### src/hw/rtl/cerf_pkg.sv
// Shared types and constants for the 3x3 replicate-border convolution filter.
// No dependencies; imported by every module of the block except cerf_ram.
`default_nettype none
package cerf_pkg;

    localparam int MAX_WIDTH   = 4096;
    localparam int SAMPLE_BITS = 16;
    localparam int COEF_BITS   = 11;

    localparam int PIX_BITS    = 16;                   // pixel_in / pixel_out field width
    localparam int COL_BITS    = $clog2(MAX_WIDTH);    // line buffer address
    localparam int FW_BITS     = 13;                   // frame_width field
    localparam int FH_BITS     = 16;                   // frame_height field
    localparam int ROWREG_BITS = 3 * COEF_BITS;
    localparam int SCALE_BITS  = 24;
    localparam int BIAS_BITS   = 25;
    localparam int MAXV_BITS   = 16;
    localparam int FRAC_BITS   = 16;
    localparam int BIAS_FRAC   = 8;

    localparam int PROD_BITS   = SAMPLE_BITS + COEF_BITS + 1;
    localparam int ACC_BITS    = PROD_BITS + 4;        // nine products
    localparam int SPROD_BITS  = ACC_BITS + SCALE_BITS;
    localparam int V_BITS      = SPROD_BITS + 2;

    localparam logic [SAMPLE_BITS-1:0] SAMPLE_MAX = {SAMPLE_BITS{1'b1}};

    // register indexes
    localparam logic [2:0] REG_COEF_TOP  = 3'd0;
    localparam logic [2:0] REG_COEF_MID  = 3'd1;
    localparam logic [2:0] REG_COEF_BOT  = 3'd2;
    localparam logic [2:0] REG_SCALE     = 3'd3;
    localparam logic [2:0] REG_BIAS      = 3'd4;
    localparam logic [2:0] REG_MAXV      = 3'd5;
    localparam logic [2:0] REG_FWIDTH    = 3'd6;
    localparam logic [2:0] REG_FHEIGHT   = 3'd7;

    localparam int PADDR_BITS  = 6;
    localparam int PDATA_BITS  = 64;

    typedef struct packed {
        logic                req_type;
        logic [PIX_BITS-1:0] pixel_in;
    } t_in;

    typedef struct packed {
        logic [PIX_BITS-1:0] pixel_out;
        logic                row_end;
        logic                frame_end;
    } t_out;

    typedef struct packed {
        logic [ROWREG_BITS-1:0]       coef_top;
        logic [ROWREG_BITS-1:0]       coef_mid;
        logic [ROWREG_BITS-1:0]       coef_bot;
        logic signed [SCALE_BITS-1:0] scale;
        logic signed [BIAS_BITS-1:0]  bias;
        logic [MAXV_BITS-1:0]         max_value;
        logic [FW_BITS-1:0]           frame_width;
        logic [FH_BITS-1:0]           frame_height;
    } t_cfg;

    typedef struct packed {
        logic                latch_in;   // capture request sample
        logic [COL_BITS-1:0] ram_addr;
        logic                wr_cur;
        logic                wr_above;
        logic                shift;      // load new window column from line buffers and request sample
        logic                top_is_mid; // second row: replicate upward
        logic                flush;
        logic                mac_en;
        logic                acc_clr;
        logic [1:0]          tap_row;
        logic [1:0]          tap_k;
        logic [1:0]          win_col;
        logic                scale_en;
        logic                load_out;
        logic                row_end;
        logic                frame_end;
    } t_dp_cmd;

    typedef struct packed {
        logic out_free;
    } t_dp_status;

endpackage
`default_nettype wire

### src/hw/rtl/cerf_cfg.sv
// APB register file of the convolution filter.
// Depends on cerf_pkg.
`default_nettype none
module cerf_cfg (
    input  wire logic                            i_clk,
    input  wire logic                            i_rst_n,
    input  wire logic                            psel,
    input  wire logic                            penable,
    input  wire logic                            pwrite,
    input  wire logic [cerf_pkg::PADDR_BITS-1:0] paddr,
    input  wire logic [cerf_pkg::PDATA_BITS-1:0] pwdata,
    output logic      [cerf_pkg::PDATA_BITS-1:0] prdata,
    output cerf_pkg::t_cfg                       o_cfg
);
    import cerf_pkg::*;

    t_cfg       r_cfg;
    logic [2:0] idx;
    logic       wr;

    assign idx = paddr[5:3];
    assign wr  = psel && penable && pwrite;

    always_ff @(posedge i_clk) begin
        if (!i_rst_n) begin
            r_cfg.coef_top     <= '0;
            r_cfg.coef_mid     <= ROWREG_BITS'(2048);
            r_cfg.coef_bot     <= '0;
            r_cfg.scale        <= SCALE_BITS'(65536);
            r_cfg.bias         <= '0;
            r_cfg.max_value    <= MAXV_BITS'(255);
            r_cfg.frame_width  <= FW_BITS'(640);
            r_cfg.frame_height <= FH_BITS'(480);
        end else if (wr) begin
            unique case (idx)
                REG_COEF_TOP: r_cfg.coef_top     <= pwdata[ROWREG_BITS-1:0];
                REG_COEF_MID: r_cfg.coef_mid     <= pwdata[ROWREG_BITS-1:0];
                REG_COEF_BOT: r_cfg.coef_bot     <= pwdata[ROWREG_BITS-1:0];
                REG_SCALE:    r_cfg.scale        <= pwdata[SCALE_BITS-1:0];
                REG_BIAS:     r_cfg.bias         <= pwdata[BIAS_BITS-1:0];
                REG_MAXV:     r_cfg.max_value    <= pwdata[MAXV_BITS-1:0];
                REG_FWIDTH:   r_cfg.frame_width  <= pwdata[FW_BITS-1:0];
                REG_FHEIGHT:  r_cfg.frame_height <= pwdata[FH_BITS-1:0];
                default:      ;
            endcase
        end
    end

    always_comb begin
        unique case (idx)
            REG_COEF_TOP: prdata = PDATA_BITS'(r_cfg.coef_top);
            REG_COEF_MID: prdata = PDATA_BITS'(r_cfg.coef_mid);
            REG_COEF_BOT: prdata = PDATA_BITS'(r_cfg.coef_bot);
            REG_SCALE:    prdata = PDATA_BITS'($unsigned(r_cfg.scale));
            REG_BIAS:     prdata = PDATA_BITS'($unsigned(r_cfg.bias));
            REG_MAXV:     prdata = PDATA_BITS'(r_cfg.max_value);
            REG_FWIDTH:   prdata = PDATA_BITS'(r_cfg.frame_width);
            REG_FHEIGHT:  prdata = PDATA_BITS'(r_cfg.frame_height);
            default:      prdata = '0;
        endcase
    end

    assign o_cfg = r_cfg;
endmodule
`default_nettype wire

### config.mk
export PLATFORM = sky130hd
export DESIGN_NAME = cerf_cfg
export DESIGN_NICKNAME = d
export VERILOG_FILES = /design/src/hw/rtl/cerf_pkg.sv /design/src/hw/rtl/cerf_cfg.sv
export SDC_FILE = /design/constraint.sdc
export NUM_CORES = 1
export LEC_CHECK = 0
export CORE_ASPECT_RATIO = 0.7
export CORE_MARGIN = 4
export CORE_UTILIZATION = 57
export DETAILED_ROUTE_END_ITERATION = 12
export DONT_BUFFER_PORTS = 1
export GPL_TIMING_DRIVEN = 1
export PLACE_DENSITY = 0.85
export SYNTH_ARGS = -nofsm -noshare
export SYNTH_HDL_FRONTEND = slang
export SYNTH_SLANG_ARGS = --single-unit
### constraint.sdc
create_clock -name i_clk -period 1.7 [get_ports i_clk]
set_input_delay 0.34 -clock i_clk [delete_from_list [all_inputs] [get_ports i_clk]]
set_output_delay 0.34 -clock i_clk [all_outputs]
set_load 0.02 [all_outputs]
==> results of run 1 <==
cell usage in the layout, fill, tap and decap left out, types with 3 or more instances in the layout:
cell type / instances
buf_4: 173
clkbuf_16: 17
or2_2: 5
nand2_2: 3
nand2_4: 3
nor2_4: 4
nand2b_1: 3
dfxtp_1: 139
mux2i_4: 5
mux2i_1: 31
dfxtp_2: 44
inv_1: 17
nor2_1: 26
dfxtp_4: 10
buf_12: 7
a21oi_4: 3
a21boi_0: 145
a21oi_2: 5
a21boi_1: 32
nor2_2: 28
a21oi_1: 11
a221oi_2: 22
nand3_1: 19
mux2i_2: 6
conb_1: 31
o21ai_0: 16
nand2_1: 387
inv_6: 4
clkinvlp_4: 4
o211ai_1: 5
o2bb2ai_1: 11
mux4_2: 5
area by class of cell:
class,count,area share (%)
Clock inverter,12,1.087
Multi-Input combinational cell,826,43.96
Sequential cell,193,35.07
Inverter,17,0.5657
Clock buffer,20,4.049
Timing Repair Buffer,183,13.04
Tap cell,200,2.219
worst paths after layout:
| kind | end | slack [ns] | startpoint |
|---|---|---|---|
| setup / recovery | prdata[11] | -0.25 | o_cfg[11] |
| hold / removal | o_cfg[190] | 0.03 | pwdata[30] |
| setup reg to reg | o_cfg[25] | 0.71 | o_cfg[25] |
| hold reg to reg | o_cfg[190] | 0.52 | o_cfg[190] |
cell families after synthesis:
logic type	count (synthesis)	synth area share (%)
simple gates	489	21.40
other cells	1	0.04154
flops	193	42.80
buf+inv	149	8.787
mux	47	5.904
compound gates	259	21.07
worst register-to-register path: cells and delay by family (launching register included):
kind	cells	cell delay, ns
compound gates	1	0.11
buf+inv	2	0.28
flops	1	0.34
simple gates	1	0.13
power by group:
part           internal (mW)  total [mW]  switching (mW)
sequential              4.54        4.58          0.0412
clock                   2.14        3.99            1.85
combinational          0.273       0.676           0.402
total                   6.95        9.25            2.30
per-layer routing:
metal	vias up	GRT usage, %	routed length [µm]
met5	-	0	0
met1	3993	44.78	12410
li1	3904	-	-
met4	0	9.261	644
met2	552	52.83	14320
met3	73	13.15	4448
repair_timing:
action                                  4_1_cts  5_1_grt
buffers inserted                              2        5
hold buffers                                  1        0
pin swaps                                    40       27
endpoints found under the hold margin        10        0
resized for setup                            68       43
cloned                                        0        0
endpoints found under the setup margin       26       32
==> results by group, run 1 <==
STA
  • Worst-Margin Slew: 0.7373 ns
  • Post-route clock period utilization: 114.4%
  • TNS Setup: -2.522 ns
  • Unrepaired setup endpoints after global routing: true
  • Final hold vios: 0
  • Fmax: 514.0 MHz
  • Final count of pins violating max slew: 0
  • Setup slack after layout: -0.2456 ns
  • Final Skew: 0 ns
  • Slew HR: 50.69%
  • Hold_ws: 0.03331 ns
  • Setup violators final: 17
  • Fin crit period: 1.946 ns

Critical path
  • Family with the most delay on the worst path: compound AO/OA/AOI/OAI gates
  • WS Path Type: reg -> out
  • WP data arrival: around 1.6 ns
  • CP Max Fanout: 2
  • Critical Path Stages: 6
  • Worst Setup End Kind: primary output
  • Slowest cell on crit path: dfxtp_2
  • Cells on worst reg2reg path: 4
  • Critical path required time: 1.36 ns
  • WP buf/inv: 2
  • Slowest Stage Delay on Critical Path: 0.32 ns
  • Worst Setup Start Kind: flip-flop
  • Crit-path cells: mux2i_1, buf_4, o2bb2ai_2, a221oi_2, nor2_2, buf_6

Placement
  • Placer Congestion: 0.8561
  • Hpwl dp: around 21000 µm
  • DP Worst Slack: -0.06924 ns
  • Dpl cell area: between 0.01 and 0.015 mm²
  • Port Buf Inserts: 0
  • Placed Instances: about 1400

Synth
  • Synthesized area: 0.009027 mm²
  • Yosys top cell area share: a little over two fifths
  • Seq/Total Area, Yosys: between 40% and 50%
  • Ys async rst share: 0%
  • Cells after synthesis: 1138
  • Netlist cell types: 29
  • Area leader, netlist: dfxtp_1
  • Post-synth EDFFs: 0
  • Commonest cells in the netlist: nand2_1, dfxtp_1, a21boi_0
  • Ranking of synthesized cells by area: dfxtp_1, nand2_1, a21boi_0
  • Main synth FF type: dfxtp_1
  • Synth Warn #: 0
  • Top-count cell post-synth: nand2_1
  • Seq cells post-synth: 193
  • Syn Area/Cell: 7.933 µm²

Floorplanning
  • Site Rows: 38
  • Die Wd: 158.4 µm
  • Initial Util: approximately three fifths
  • Die extent in y: roughly 110 µm
  • Die area: approximately 0.018 mm²
  • Core ar.: 0.01550 mm²
  • Boundary Pins: 332

Layout
  • Util after Layout: between 70% and 80%
  • Multi-input gate area: 0.004959 mm²
  • Register area: 0.003956 mm²
  • Max reg flops: 193
  • Area Growth Syn to Fin: 24.95%
  • Share of layout cells above drive strength 1: 29.42%
  • Fin area: 0.01128 mm²
  • Filler instances: 1152
  • Nets: 1313
  • Layout Cells excl Fill: about 1500
  • Number of inserted diodes: 0

Clock tree
  • CTS buffer count: 17
  • Num Clock Sinks: 193
  • H-tree levels: 4
  • Clk buf depth: 2
  • CTS clk-pin slew, worst paths: 0.07 ns
  • CTS tree: done
  • Clk_lat worst skew: 0.42 ns
  • Root Driver: clkbuf_16

Drt
  • Via count: 8522
  • DRT Pass-1 Iters: 8
  • Via density: 5.873
  • DRC Markers: 0
  • Overall routed net length: about 32000 µm
  • Routed wire per std cell: around 22 µm
  • Iter 0 DRT Violations: 1014
  • Routed Antenna Nets: 0

Min path
  • Worst hold path type: in -> reg
  • Hold path depth: 2

GRT
  • Antenna violations before repair: 0
  • Global route overflow: 0
  • Total global-route track usage: 34.13%
  • Number of global-route vias before repair: 8309
  • Pin count of the biggest net entering global routing: 185
  • First-pass GRT wire length: 47290 µm

Run status
  • Status: complete, but fails checks
  • Failing checks: negative setup slack

Power
  • Max IR drop VDD: around 0.00063 V
  • Pwr/cell area: 819.9 mW/mm²
  • Total power: 9.248 mW
  • Leak: around 4.2 nW

Flow run
  • Max Cap Viol: 0
Note: power is estimated with default switching activity, not from simulation.
==> run 2: changes to the inputs <==
--- a/config.mk
+++ b/config.mk
@@ -5,13 +5,12 @@
 export SDC_FILE = /design/constraint.sdc
 export NUM_CORES = 1
 export LEC_CHECK = 0
-export CORE_ASPECT_RATIO = 0.7
 export CORE_MARGIN = 4
-export CORE_UTILIZATION = 57
+export CORE_UTILIZATION = 26
 export DETAILED_ROUTE_END_ITERATION = 12
 export DONT_BUFFER_PORTS = 1
 export GPL_TIMING_DRIVEN = 1
-export PLACE_DENSITY = 0.85
+export PLACE_DENSITY = 0.51
 export SYNTH_ARGS = -nofsm -noshare
 export SYNTH_HDL_FRONTEND = slang
 export SYNTH_SLANG_ARGS = --single-unit
==> run 2 against run 1 <==
  * The run still ends with negative setup slack left
  * Die area up 110%
  * Critical path depth unchanged
  * Cell area increased by 11%
  * Clock power rose by 14%
  * Utilization is 36 points lower
  * Non-clock buffer count increased by 70
  * Worst setup slack lost 0.0038 ns
  * First-iteration DRC count decreased by 55%
  * Register-to-register slack improved by 0.07 ns
  * Critical endpoint unchanged
==> results by group, run 2 (synthesized netlist as in run 1, its figures left out) <==
Layout
  • Multi-input gate area: ~0.005 mm²
  • Number of inserted diodes: 0
  • Commonest non-fill, non-tap cell in the layout: nand2_1
  • Util after Layout: 36.87%
  • Max reg flops: 193
  • Fin area: 0.01249 mm²
  • Area Growth Syn to Fin: 38.31%
  • Layout Cells excl Fill: 1769
  • Commonest non-fill, non-tap cells in the layout: nand2_1, buf_4, a21boi_0
  • Share of layout cells above drive strength 1: 33.54%
  • Nets: 1383
  • Register area: around 0.004 mm²
  • Filler instances: 3477

STA
  • Fmax: about 510 MHz
  • Fin crit period: 1.949 ns
  • Final Skew: 0 ns
  • Setup slack after layout: -0.2493 ns
  • Unrepaired setup endpoints after global routing: true
  • Setup violators final: 18
  • Final count of pins violating max slew: 0
  • Slew HR: 50.80%
  • Final hold vios: 0
  • Worst-Margin Slew: 0.7356 ns
  • Post-route clock period utilization: 114.7%

Floorplanning
  • Die extent in y: 194.3 µm
  • Site Rows: 67
  • Die area: 0.03777 mm²
  • Core ar.: 0.03387 mm²
  • Boundary Pins: 332
  • Die Wd: 194.3 µm
  • Initial Util: a little over a quarter

Power
  • Total power: ~9.9 mW
  • Pwr/cell area: roughly 790 mW/mm²
  • Leak: 4.652 nW
  • Max IR drop VDD: around 0.00072 V

Placement
  • Placer Congestion: 0.8537
  • Port Buf Inserts: 0
  • Dpl cell area: 0.01099 mm²
  • DP Worst Slack: -0.3472 ns
  • Hpwl dp: around 25000 µm
  • Placed Instances: 1698

Clock tree
  • Root Driver: clkbuf_16
  • H-tree levels: 4
  • CTS clk-pin slew, worst paths: 0.07 ns
  • Num Clock Sinks: slightly below 200
  • CTS buffer count: 17
  • Clk buf depth: 2
  • Clk_lat worst skew: between 0.4 and 0.5 ns
  • CTS tree: done

Critical path
  • Slowest cell on crit path: dfxtp_2
  • Family with the most delay on the worst path: compound AO/OA/AOI/OAI gates
  • Worst Setup Start Kind: flip-flop
  • Worst Setup End Kind: primary output
  • CP Max Fanout: 2
  • WP buf/inv: 2
  • Most used cell, CP: a221oi_4
  • Slowest Stage Delay on Critical Path: approximately 0.33 ns
  • Crit-path cells: mux2i_1, buf_4, a221oi_4, a221oi_4, nor2_2, buf_6
  • Critical path required time: 1.36 ns
  • WS Path Type: reg -> out
  • WP data arrival: 1.61 ns

Drt
  • Via count: 8478
  • DRC Markers: 0
  • DRT Pass-1 Iters: 5
  • Via density: ~4.8
  • Routed Antenna Nets: 0
  • Iter 0 DRT Violations: 456
  • Routed wire per std cell: 22.11 µm
  • Overall routed net length: 39100 µm

Run status
  • Failing checks: negative setup slack
  • Status: complete, but fails checks

GRT
  • Total global-route track usage: between 20 and 25%
  • Antenna violations before repair: 1
  • Pin count of the biggest net entering global routing: 181
  • Number of global-route vias before repair: 8383
  • Global route overflow: 0
  • First-pass GRT wire length: 57720 µm

Min path
  • Worst hold path type: in -> reg

Flow run
  • Max Cap Viol: 0
run 2: final timing paths:
check | start | end | depth (start not counted) | slack (ns)
hold reg to reg | o_cfg[124] | o_cfg[124] | 2 | 0.53
hold / removal | pwdata[14] | o_cfg[43] | 2 | 0.02
setup / recovery | o_cfg[27] | prdata[11] | 6 | -0.25
setup reg to reg | o_cfg[25] | o_cfg[25] | 4 | 0.78
run 2: routing by layer:
metal  up-vias  GRT usage [%]  part of all wire, %
met5         -              0                    0
met4         0          5.911                  2.3
met3        49          5.938                  7.2
met2       264          32.14                   46
met1      4118          26.88                   45
li1       4047              -                    -
run 2: stage by stage:
step	hold slack, ns	TNS [ns]
CTS	0.0001294	-2.959
global placement	0.4348	-3.095
floorplan	0.4640	-0.05200
finish	0.02352	-2.343
global route	0.0001100	-4.111
detailed placement	0.4439	-3.485
run 2: final cells by class:
class	instances	area share, %
clock inverters	11	1.403
flip-flops and latches	193	31.65
multi-input cells	826	40.98
inverters	17	0.5111
well taps	448	4.489
repair buffers	253	17.21
clock buffers	21	3.768
run 2: what timing repair did:
item	4_1_cts	5_1_grt
gates cloned	0	0
endpoints found under the hold margin	54	0
setup buffers	7	4
pin swaps	52	30
hold buffers	30	0
resized for setup	95	47
endpoints found under the setup margin	28	31
run 2: worst register-to-register path: stages, from the launching register on:
cell and delay (ns):
dfxtp_2 0.33, buf_4 0.12, buf_4 0.15, o21ai_0 0.08, nand3_1 0.11
run 2: where the power goes:
group	switching [mW]	internal, mW	leakage (nW)
clock	1.93	2.60	0.311
sequential	0.0319	4.55	1.58
combinational	0.462	0.352	2.76
total	2.42	7.50	4.65
