<file path="src/hw/rtl/cerf_pkg.sv">
// Shared types and constants for the 3x3 replicate-border convolution filter.
// No dependencies; imported by every module of the block except cerf_ram.
`default_nettype none
package cerf_pkg;

    localparam int MAX_WIDTH   = 4096;
    localparam int SAMPLE_BITS = 16;
    localparam int COEF_BITS   = 11;

    localparam int PIX_BITS    = 16;                   // pixel_in / pixel_out field width
    localparam int COL_BITS    = $clog2(MAX_WIDTH);    // line buffer address
    localparam int FW_BITS     = 13;                   // frame_width field
    localparam int FH_BITS     = 16;                   // frame_height field
    localparam int ROWREG_BITS = 3 * COEF_BITS;
    localparam int SCALE_BITS  = 24;
    localparam int BIAS_BITS   = 25;
    localparam int MAXV_BITS   = 16;
    localparam int FRAC_BITS   = 16;
    localparam int BIAS_FRAC   = 8;

    localparam int PROD_BITS   = SAMPLE_BITS + COEF_BITS + 1;
    localparam int ACC_BITS    = PROD_BITS + 4;        // nine products
    localparam int SPROD_BITS  = ACC_BITS + SCALE_BITS;
    localparam int V_BITS      = SPROD_BITS + 2;

    localparam logic [SAMPLE_BITS-1:0] SAMPLE_MAX = {SAMPLE_BITS{1'b1}};

    // register indexes
    localparam logic [2:0] REG_COEF_TOP  = 3'd0;
    localparam logic [2:0] REG_COEF_MID  = 3'd1;
    localparam logic [2:0] REG_COEF_BOT  = 3'd2;
    localparam logic [2:0] REG_SCALE     = 3'd3;
    localparam logic [2:0] REG_BIAS      = 3'd4;
    localparam logic [2:0] REG_MAXV      = 3'd5;
    localparam logic [2:0] REG_FWIDTH    = 3'd6;
    localparam logic [2:0] REG_FHEIGHT   = 3'd7;

    localparam int PADDR_BITS  = 6;
    localparam int PDATA_BITS  = 64;

    typedef struct packed {
        logic                req_type;
        logic [PIX_BITS-1:0] pixel_in;
    } t_in;

    typedef struct packed {
        logic [PIX_BITS-1:0] pixel_out;
        logic                row_end;
        logic                frame_end;
    } t_out;

    typedef struct packed {
        logic [ROWREG_BITS-1:0]       coef_top;
        logic [ROWREG_BITS-1:0]       coef_mid;
        logic [ROWREG_BITS-1:0]       coef_bot;
        logic signed [SCALE_BITS-1:0] scale;
        logic signed [BIAS_BITS-1:0]  bias;
        logic [MAXV_BITS-1:0]         max_value;
        logic [FW_BITS-1:0]           frame_width;
        logic [FH_BITS-1:0]           frame_height;
    } t_cfg;

    typedef struct packed {
        logic                latch_in;   // capture request sample
        logic [COL_BITS-1:0] ram_addr;
        logic                wr_cur;
        logic                wr_above;
        logic                shift;      // load new window column from line buffers and request sample
        logic                top_is_mid; // second row: replicate upward
        logic                flush;
        logic                mac_en;
        logic                acc_clr;
        logic [1:0]          tap_row;
        logic [1:0]          tap_k;
        logic [1:0]          win_col;
        logic                scale_en;
        logic                load_out;
        logic                row_end;
        logic                frame_end;
    } t_dp_cmd;

    typedef struct packed {
        logic out_free;
    } t_dp_status;

endpackage
`default_nettype wire

</file>
<file path="src/hw/rtl/cerf_ctrl.sv">
// Controller: raster counters, request decode and the per-request sequence.
// Depends on cerf_pkg.
`default_nettype none
module cerf_ctrl (
    input  wire logic                i_clk,
    input  wire logic                i_rst_n,
    input  cerf_pkg::t_cfg           i_cfg,
    input  wire logic                i_in_valid,
    output logic                     o_in_ready,
    input  cerf_pkg::t_in            i_in_data,
    input  cerf_pkg::t_dp_status     i_status,
    output cerf_pkg::t_dp_cmd        o_cmd
);
    import cerf_pkg::*;

    localparam logic [2:0] ST_IDLE  = 3'd0;
    localparam logic [2:0] ST_SHIFT = 3'd1;
    localparam logic [2:0] ST_MAC   = 3'd2;
    localparam logic [2:0] ST_SCALE = 3'd3;
    localparam logic [2:0] ST_EMIT  = 3'd4;

    logic [2:0]          r_state, n_state;
    logic [COL_BITS-1:0] r_col, r_icol;
    logic [FH_BITS-1:0]  r_row;
    logic                r_iflush, r_itop_mid, r_ilast, r_modeb;
    logic [1:0]          r_tr, r_tk;

    logic [FW_BITS-1:0]  w_eff;
    logic [FH_BITS-1:0]  h_eff;
    logic [COL_BITS-1:0] c_eff;
    logic                flush, ignore, last_col, accept;

    always_comb begin
        if (i_cfg.frame_width < FW_BITS'(2)) begin
            w_eff = FW_BITS'(2);
        end else if (i_cfg.frame_width > FW_BITS'(MAX_WIDTH)) begin
            w_eff = FW_BITS'(MAX_WIDTH);
        end else begin
            w_eff = i_cfg.frame_width;
        end
        h_eff    = (i_cfg.frame_height == '0) ? FH_BITS'(1) : i_cfg.frame_height;
        c_eff    = (FW_BITS'(r_col) >= w_eff) ? '0 : r_col;
        flush    = i_in_data.req_type;
        ignore   = (!flush && r_row >= h_eff) || (flush && r_row < h_eff);
        last_col = (FW_BITS'(c_eff) + FW_BITS'(1)) >= w_eff;
    end

    assign o_in_ready = (r_state == ST_IDLE);
    assign accept     = i_in_valid && o_in_ready;

    always_comb begin
        n_state = r_state;
        unique case (r_state)
            ST_IDLE:  if (accept && !ignore && r_row != '0) n_state = ST_SHIFT;
            ST_SHIFT: n_state = (r_icol != '0 || r_ilast) ? ST_MAC : ST_IDLE;
            ST_MAC:   if (r_tr == 2'd2 && r_tk == 2'd2) n_state = ST_SCALE;
            ST_SCALE: n_state = ST_EMIT;
            ST_EMIT:  if (i_status.out_free) n_state = (!r_modeb && r_ilast) ? ST_MAC : ST_IDLE;
            default:  n_state = ST_IDLE;
        endcase
    end

    always_ff @(posedge i_clk) begin
        if (!i_rst_n) begin
            r_state <= ST_IDLE;
            r_col   <= '0;
            r_row   <= '0;
            r_tr    <= '0;
            r_tk    <= '0;
            r_modeb <= 1'b0;
        end else begin
            r_state <= n_state;
            if (accept) begin
                if (ignore) begin
                    r_col <= c_eff;
                end else if (last_col) begin
                    r_col <= '0;
                    r_row <= flush ? '0 : r_row + FH_BITS'(1);
                end else begin
                    r_col <= c_eff + COL_BITS'(1);
                end
            end
            if (r_state == ST_SHIFT) begin
                r_modeb <= (r_icol == '0);
            end else if (r_state == ST_EMIT && i_status.out_free) begin
                r_modeb <= 1'b1;
            end
            if (r_state == ST_MAC) begin
                if (r_tk == 2'd2) begin
                    r_tk <= '0;
                    r_tr <= (r_tr == 2'd2) ? 2'd0 : r_tr + 2'd1;
                end else begin
                    r_tk <= r_tk + 2'd1;
                end
            end
        end
    end

    always_ff @(posedge i_clk) begin
        if (accept) begin
            r_icol     <= c_eff;
            r_iflush   <= flush;
            r_itop_mid <= (r_row == FH_BITS'(1));
            r_ilast    <= last_col;
        end
    end

    always_comb begin
        o_cmd            = '0;
        o_cmd.latch_in   = accept;
        o_cmd.ram_addr   = (r_state == ST_IDLE) ? c_eff : r_icol;
        o_cmd.wr_cur     = (accept && !ignore && r_row == '0)
                           || (r_state == ST_SHIFT && !r_iflush);
        o_cmd.wr_above   = (r_state == ST_SHIFT) && !r_iflush;
        o_cmd.shift      = (r_state == ST_SHIFT);
        o_cmd.top_is_mid = r_itop_mid;
        o_cmd.flush      = r_iflush;
        o_cmd.mac_en     = (r_state == ST_MAC);
        o_cmd.acc_clr    = (r_tr == 2'd0) && (r_tk == 2'd0);
        o_cmd.tap_row    = r_tr;
        o_cmd.tap_k      = r_tk;
        // left column replicates at the first output column
        if (r_modeb) begin
            o_cmd.win_col = (r_tk == 2'd0) ? 2'd1 : 2'd2;
        end else if (r_tk == 2'd0) begin
            o_cmd.win_col = (r_icol == COL_BITS'(1)) ? 2'd1 : 2'd0;
        end else begin
            o_cmd.win_col = r_tk;
        end
        o_cmd.scale_en   = (r_state == ST_SCALE);
        o_cmd.load_out   = (r_state == ST_EMIT) && i_status.out_free;
        o_cmd.row_end    = r_modeb;
        o_cmd.frame_end  = r_modeb && r_iflush;
    end
endmodule
`default_nettype wire

</file>
<file path="config.mk">
export PLATFORM = sky130hd
export DESIGN_NAME = cerf_ctrl
export DESIGN_NICKNAME = d
export VERILOG_FILES = /design/src/hw/rtl/cerf_pkg.sv /design/src/hw/rtl/cerf_ctrl.sv
export SDC_FILE = /design/constraint.sdc
export NUM_CORES = 1
export LEC_CHECK = 0
export ABC_AREA = 1
export BUFFER_PORTS_ARGS = -buffer_cell sky130_fd_sc_hd__buf_4
export CORE_MARGIN = 8
export CORE_UTILIZATION = 45
export DETAILED_ROUTE_END_ITERATION = 10
export PLACE_DENSITY = 0.92
export SLEW_MARGIN = 20
export SYNTH_ARGS = -nofsm -noshare
export SYNTH_HDL_FRONTEND = slang
export SYNTH_SLANG_ARGS = --single-unit
</file>
<file path="constraint.sdc">
create_clock -name i_clk -period 12.7 [get_ports i_clk]
set_input_delay 0.635 -clock i_clk [delete_from_list [all_inputs] [get_ports i_clk]]
set_output_delay 0.635 -clock i_clk [all_outputs]
set_load 0.05 [all_outputs]
</file>
==> results of run 1 <==
cell usage after synthesis (6+ instances only):
| cell type | count | area (um2) |
|---|---|---|
| xor2_1 | 10 | 87.6 |
| nor2_2 | 6 | 37.5 |
| clkbuf_1 | 8 | 30.0 |
| nor4_1 | 12 | 75.1 |
| edfxtp_1 | 15 | 450 |
| dfxtp_1 | 36 | 721 |
| nand2_1 | 124 | 465 |
| nand4_1 | 17 | 106 |
| o21ai_0 | 33 | 165 |
| inv_1 | 85 | 319 |
| nor2_1 | 54 | 203 |
| and2_1 | 6 | 37.5 |
| ha_1 | 43 | 538 |
| nand3_1 | 29 | 145 |
| a21oi_1 | 46 | 230 |
| nor3_1 | 19 | 95.1 |
layer usage:
metal / vias up / track usage (%)
met1: 1851 / 22.1
li1: 2118 / -
met2: 134 / 27.2
met5: - / 0
met3: 13 / 2.13
met4: 0 / 5.15
worst reg2reg max path: cells and delay by family, from the launching register on:
family | cells | cell delay [ns]
AND/OR/NAND/NOR | 19 | 2.39
buffers and inverters | 6 | 0.70
AO/OA/AOI/OAI | 5 | 0.83
flip-flops | 1 | 0.44
adder cells (fa/ha/maj) | 3 | 0.81
power by group through the flow:
stage | sequential [mW] | clock [mW] | combinational [mW]
after floorplan | 0.261 | 0 | 0.369
after global placement | 0.264 | 0 | 0.493
after detailed placement | 0.266 | 0 | 0.502
after CTS | 0.262 | 0.112 | 0.505
after global routing | 0.269 | 0.117 | 0.551
final | 0.264 | 0.110 | 0.506
metrics by stage:
stage / instances / hold slack, ns / cell area (um2) / setup WS [ns] / util (%)
final: 769 / 0.512 / 4860 / 6.90 / 52.8
after global placement: 761 / 0.501 / 4750 / 6.80 / 51.7
after detailed placement: 761 / 0.506 / 4750 / 6.65 / 51.7
after floorplan: 603 / 0.470 / 4230 / 7.87 / -
after global routing: 769 / 0.547 / 4860 / 6.26 / 52.8
after CTS: 769 / 0.519 / 4860 / 6.97 / 52.8
worst paths after layout:
path | startpoint | end | slack [ns] | depth (start not counted)
setup / recovery | i_cfg[24] | r_row[5] | 6.90 | 38
hold / removal | r_tr[0] | r_tr[1] | 0.51 | 2
setup reg to reg | r_col[0] | r_row[5] | 7.40 | 33
hold reg to reg | r_tr[0] | r_tr[1] | 0.51 | 2
sequential cells by signal (all words and copies together) (netlist names):
| signal | cells |
|---|---|
| r_iflush | 1 |
| r_state | 3 |
| r_tk | 2 |
| r_ilast | 1 |
| r_itop_mid | 1 |
| r_tr | 2 |
| r_modeb | 1 |
| r_col | 12 |
| r_icol | 12 |
| r_row | 16 |
cell families (layout without fill, tap and decap cells):
kind of cell / count (synthesis) / in the layout / synth area share (%)
fa+ha+maj: 43 / 43 / 12.7
compound gates: 102 / 102 / 13.3
buf+inv: 108 / 163 / 10.6
simple gates: 284 / 284 / 32.1
xor+xnor: 12 / 12 / 2.84
flops: 51 / 51 / 27.7
mux: 3 / 3 / 0.799
area by class of cell:
cell class / count / share of cell area (%)
clock buffers: 5 / 1.42
clock inverters: 3 / 0.798
inverters: 89 / 6.87
multi-input cells: 444 / 53.8
flip-flops and latches: 51 / 24.1
well taps: 111 / 2.86
repair buffers: 66 / 10.2
==> results_dict.tcl, run 1 <==
set metrics [dict create \
    clock.fmax_mhz 172 \
    slew_violations 0 \
    critPathArrivalTime_ns 5.99 \
    io_pins 245 \
    hold_buffers 0 \
    p_leak_nw 2.27 \
    track_usage_pct 16.6 \
    multi_input_area_um2 2610 \
    drv_cap 0 \
    status "finished clean" \
    wl_met1_mm 5.02 \
    grt_pass1_wl_mm 17.8 \
    die_w_um 113 \
    nets 914 \
    p_int_uw 434 \
    wl_per_cell_um 13.9 \
    num-fill-cells 850 \
    p_comb_share_pct 57.5 \
    vias 4116 \
    synth_seq_area_share_pct 27.7 \
    cts_buffers 5 \
    path_delay_family "simple AND/OR/NAND/NOR gates" \
    clkPwrFrac_pct 12.5 \
    place.gp.congestion 0.918 \
    finalSetupTns_ns 0 \
    pwr-share-seq_pct 30.0 \
    grt_max_degree 41 \
    p_per_area_nw_per_um2 181 \
    syn-num-nets 860 \
    ys_types 45 \
    cts_resized 0 \
    finalSetupViolCount 0 \
    report.final.hold_viol_count 0 \
    portBuffers 64 \
    top_layer "met4" \
    ir_worst_vdd_mv 0.131 \
    syn_area_um2 4230 \
    first_pass_iters 5 \
    crit_path_max_fanout 22 \
    cts_root_buffer "clkbuf_8" \
    post-route-period-util_pct 45.7 \
    final_cell_mix "nand2_1 (124), inv_1 (85), buf_4 (66)" \
    power_uw 880 \
    die-area_um2 12800 \
    post_cts_buffers 0 \
    syn2layout_area_growth_pct 14.9 \
    swShare_pct 50.7 \
    clk_latency_ns 0.30 \
    cts.sinks 51 \
    synth_flop_cell "dfxtp_1" \
    cts_tree "built" \
    rsz0062_at_grt "no" \
    vias_per_cell 5.35 \
    worst_setup_path_end_kind "flop" \
    synthCells 603 \
    ys_seq_elements 51 \
    initial_core_util_pct 46.0 \
    yosysWarnings 0 \
    hpwl_mm 8.52 \
    antenna_found_initial 0 \
    n_antenna_cell 0 \
    die_y_um 113 \
    avgSynthCellArea_um2 7.02 \
    htreeDepth 2 \
    cp_common_cell "nand2_1" \
    min_path_type "reg2reg" \
    critPathKind "in2reg" \
    grt_overflow 0 \
    wl_met3_um 625 \
    path_buf_inv 6 \
    layout_commonest_cell "nand2_1" \
    tightestPinTransition_ns 0.935 \
    p_sw_uw 446 \
    skew_ns 0.0111 \
    rows 35 \
    maxSlewHeadroom_pct 37.4 \
    cp_slowest_cell "nand2_1" \
    crit_required_ns 12.89 \
    dr.first_iter.drc_count 311 \
    period_needed_ns 5.80 \
    final_antenna_net_count 0 \
    path_clk_slew_ns 0.10 \
    final-seq-area_um2 1170 \
    synth_edf_count 15 \
    route.met2.wl_mm 4.92 \
    startpoint_type "primary input" \
    post-route-drc-count 0 \
    clk_path_buf_depth 2 \
    first_global_vias 3851 \
    core_um2 9200 \
    max_stage_delay_ns 0.55 \
    routed_wl_mm 10.7 \
    drive_gt1_share_pct 16.4 \
    ys_async_sr_fraction_pct 0 \
]
Power figures use the tool's default switching activity.
==> run 2: changes to the inputs <==
- CORE_UTILIZATION: 45 -> 41
- PLACE_DENSITY: 0.92 -> 0.89
- clock period: 12.7 -> 4.8 ns (I/O delays scaled with it)
==> results_dict.tcl, run 2 (same netlist as run 1, synthesis figures left out) <==
set metrics [dict create \
    status "finished clean" \
    post-route-drc-count 0 \
    skew_ns 0.0227 \
    pwr-share-seq_pct 29.4 \
    wl_per_cell_um 13.3 \
    drv_cap 0 \
    grt_max_degree 41 \
    ir_worst_vdd_mv 0.199 \
    largestRegisters "r_row x16, r_col x12, r_icol x12" \
    final_cell_mix "nand2_1 (123), inv_1 (85), buf_4 (75)" \
    grt_pass1_wl_mm 17.9 \
    period_needed_ns 4.40 \
    dr.first_iter.drc_count 348 \
    core_um2 10200 \
    post-route-period-util_pct 91.6 \
    r2r_end "r_row[5]" \
    finalSetupTns_ns 0 \
    first_global_vias 3912 \
    final_cells 804 \
    first_pass_iters 5 \
    maxSlewHeadroom_pct 53.4 \
    worst-r2r-cell-count 32 \
    largest_reg_flops 16 \
    antenna_found_initial 0 \
    cts_buffers 5 \
    slew_violations 0 \
    die_y_um 118 \
    portBuffers 64 \
    vias_per_cell 5.27 \
    startpoint_type "primary input" \
    nets 924 \
    routed_wl_mm 10.7 \
    worst_setup_path_end_kind "flop" \
    clk_latency_ns 0.32 \
    cp_common_cell "nand2_1" \
    layout_commonest_cell "nand2_1" \
    cts.sinks 51 \
    rsz0062_at_grt "no" \
    p_sw_mw 1.21 \
    clock.fmax_mhz 227 \
    clk_path_buf_depth 2 \
    fin_ws_ns 0.402 \
    critPathArrivalTime_ns 4.60 \
    initial_core_util_pct 41.5 \
    pre_cts_slack_ns 0.0522 \
    swShare_pct 51.5 \
    max_stage_delay_ns 0.28 \
    place.gp.congestion 0.905 \
    die-area_um2 13800 \
    p_int_mw 1.14 \
    largest-register "r_row" \
    critPathKind "in2reg" \
    cts_root_buffer "clkbuf_8" \
    startpoint "i_cfg[22]" \
    place_inst 794 \
    drive_gt1_share_pct 18.3 \
    hpwl_mm 8.55 \
    vias 4235 \
    track_usage_pct 15.0 \
    rows 37 \
    n_antenna_cell 0 \
    min_path_type "in2reg" \
    rrSetupSlack_ns 0.59 \
    final_antenna_net_count 0 \
    endpoint "r_row[5]" \
    clkPwrFrac_pct 11.5 \
    crit_path_max_fanout 5 \
    hold_buffers 0 \
    final-seq-area_um2 1170 \
    crit_required_ns 5.01 \
    syn2layout_area_growth_pct 17.6 \
    p_comb_share_pct 59.1 \
    power_mw 2.34 \
    multi_input_area_um2 2620 \
    p_leak_nw 2.31 \
    grt_overflow 0 \
    reg2reg_from "r_col[0]" \
    path_clk_slew_ns 0.10 \
    p_per_area_nw_per_um2 471 \
    tightestPinTransition_ns 0.699 \
    die_w_um 118 \
    fin_hold_ws_ns 0.191 \
    finalSetupViolCount 0 \
    cp_slowest_cell "ha_1" \
    num-fill-cells 987 \
    io_pins 245 \
    report.final.hold_viol_count 0 \
    cts_tree "built" \
    htreeDepth 2 \
]
## run 2: cell types whose count changed in the layout (fill, tap and decap cells not counted), sizes merged
cell    previous run  this run
inv               89        91
buf               66        76
bufinv             1         0
clkinv             2         1
## run 2: worst max-delay path, delay by kind of cell
kind                       cells  cell delay (ns)
and+or+nand+nor               23             2.27
adders and majority gates      3             0.78
AOI/OAI and AO/OA              4             0.64
buffers and inverters          7             0.62
## run 2: worst min-delay path by stage
stage,to,startpoint,cells after the start
2_1_floorplan,r_iflush,i_in_data[16],0
3_3_place_gp,r_tr[1],r_tr[0],2
3_5_place_dp,r_tr[1],r_tr[0],2
4_1_cts,r_iflush,i_in_data[16],1
5_1_grt,r_iflush,i_in_data[16],1
6_report,r_iflush,i_in_data[16],1
## run 2: layer usage
metal | GRT usage [%] | wire (um) | vias up
li1 | - | - | 2144
met1 | 19.4 | 4930 | 1928
met2 | 25.8 | 5070 | 147
met3 | 1.63 | 542 | 16
met4 | 3.68 | 150 | 0
met5 | 0 | 0 | -
## run 2: timing repair
| action | in CTS | in global routing |
|---|---|---|
| setup endpoints to repair | 0 | 14 |
| setup buffers | 0 | 2 |
| resized for setup | 0 | 3 |
## run 2: area by class of cell
cell class	instances	share of cell area (%)
repair buffers	76	11.7
flip-flops and latches	51	23.5
clock inverters	3	0.528
multi-input cells	444	52.7
well taps	136	3.42
clock buffers	5	1.38
inverters	89	6.71
## run 2: stage by stage
step                area, um2  util, %
CTS                      4940     48.5
global route             4980     48.9
floorplan                4230        -
detailed placement       4840     47.6
global placement         4840     47.6
finish                   4980     48.9
## run 2: power by group through the flow
stage	Sequential (mW)	Combinational (mW)	Clock (mW)
after floorplan	0.691	0.976	0
after global routing	0.706	1.50	0.287
after global placement	0.695	1.34	0
after detailed placement	0.697	1.37	0
after CTS	0.687	1.37	0.269
final	0.689	1.38	0.269
==> run 3: changes to the inputs <==
- CORE_MARGIN: 8 -> unset
- REMOVE_ABC_BUFFERS: unset -> 1
==> results_dict.tcl, run 3 (same netlist as run 1, synthesis figures left out) <==
set metrics [dict create \
    syn2layout_area_growth_pct 18.6 \
    cts_tree "built" \
    largest_reg_flops 16 \
    die_w_um 104 \
    reg2reg_from "r_col[6]" \
    critPathKind "in2reg" \
    tightestPinTransition_ns 0.673 \
    antenna_found_initial 0 \
    grt_pass1_wl_mm 18.1 \
    post-route-drc-count 0 \
    clk_latency_ns 0.31 \
    drive_gt1_share_pct 18.9 \
    report.final.hold_viol_count 0 \
    slew_violations 0 \
    worst_setup_path_end_kind "flop" \
    io_pins 245 \
    num-fill-cells 921 \
    hpwl_mm 8.41 \
    min_path_type "in2reg" \
    top_layer "met4" \
    crit_path_max_fanout 12 \
    dr.first_iter.drc_count 348 \
    place.gp.congestion 0.931 \
    largestRegisters "r_row x16, r_col x12, r_icol x12" \
    portBuffers 64 \
    min_from "i_in_data[16]" \
    grt_max_degree 41 \
    nets 927 \
    cts.sinks 51 \
    p_leak_nw 2.34 \
    largest-register "r_row" \
    first_global_vias 3901 \
    startpoint "i_cfg[17]" \
    clock.fmax_mhz 232 \
    wl_per_cell_um 13.6 \
    drv_cap 0 \
    final_antenna_net_count 0 \
    routed_wl_mm 10.9 \
    core_um2 9860 \
    place_inst 791 \
    cts_root_buffer "clkbuf_8" \
    layout_commonest_cell "nand2_1" \
    path_buf_inv 5 \
    clk_path_buf_depth 2 \
    vias 4195 \
    startpoint_type "primary input" \
    grt_overflow 0 \
    die-area_um2 10700 \
    rows 36 \
    cts_buffers 5 \
    final_cell_mix "nand2_1 (122), inv_1 (83), buf_4 (76)" \
    ir_worst_vdd_mv 0.301 \
    post-route-period-util_pct 89.7 \
    path_delay_family "simple AND/OR/NAND/NOR gates" \
    initial_core_util_pct 42.9 \
    route.met2.wl_mm 5.33 \
    path_clk_slew_ns 0.09 \
    max_stage_delay_ns 0.29 \
    cp_slowest_cell "ha_1" \
    wl_met1_mm 4.90 \
    p_per_area_nw_per_um2 478 \
    n_antenna_cell 0 \
    crit_required_ns 5.00 \
    track_usage_pct 20.4 \
    maxSlewHeadroom_pct 55.0 \
    final_cells 804 \
    die_y_um 104 \
    status "finished clean" \
    skew_ns 0.0106 \
    critPathArrivalTime_ns 4.50 \
    finalSetupTns_ns 0 \
    htreeDepth 2 \
    first_pass_iters 5 \
    finalSetupViolCount 0 \
    vias_per_cell 5.22 \
    period_needed_ns 4.31 \
    wl_met3_um 505 \
]
[run 3: changes by cell type in the layout (fill, tap and decap cells not counted), moves of 2 or more]
| cell | before | now |
|---|---|---|
| buf_6 | 0 | 3 |
| inv_1 | 85 | 83 |
| inv_2 | 4 | 6 |
| inv_6 | 2 | 0 |
[run 3: final timing paths]
path	endpoint	slack, ns	cells after the start
max	r_row[5]	0.49	35
max reg2reg	r_row[5]	0.64	28
min	r_iflush	0.19	1
min reg2reg	r_tr[1]	0.53	2
[run 3: what timing repair did]
item	CTS	global route
endpoints found under the setup margin	0	28
buffers inserted	0	4
hold buffers	0	0
gates resized for setup	0	13
[run 3: layer usage]
metal	GRT usage (%)	up-vias
met5	0	-
met2	35.8	117
met3	2.58	15
li1	-	2149
met1	26.0	1914
met4	6.11	0
[run 3: worst reg2reg max path: cells and delay by family, from the launching register on]
| kind | cells | cell delay (ns) |
|---|---|---|
| adders and majority gates | 3 | 0.79 |
| DFF | 1 | 0.47 |
| AOI/OAI and AO/OA | 5 | 0.88 |
| buffers and inverters | 4 | 0.40 |
| and+or+nand+nor | 16 | 1.53 |
[run 3: cell type report]
type	instances	area, um2	area share [%]
Timing Repair Buffer	79	604	12.0
Inverter	89	334	6.66
Sequential cell	51	1170	23.3
Multi-Input combinational cell	444	2630	52.5
Clock buffer	5	68.8	1.37
Clock inverter	3	38.8	0.773
Tap cell	133	166	3.32
[run 3: per-stage QoR]
stage	worst slack, ns	instance area [um2]	total power, mW	utilization, %	hold slack (ns)
finish	0.493	5020	2.40	50.8	0.193
CTS	0.330	4950	2.36	50.2	0.189
global placement	0.0862	4840	2.02	49.1	0.495
floorplan	-0.294	4120	1.63	-	0.339
detailed placement	0.0185	4840	2.06	49.1	0.507
global route	-0.00550	5020	2.54	50.8	0.201
[run 3: report_power, final]
part	switching (mW)	internal [mW]	leakage, nW
combinational	0.947	0.455	1.84
clock	0.150	0.153	0.0556
sequential	0.113	0.581	0.444
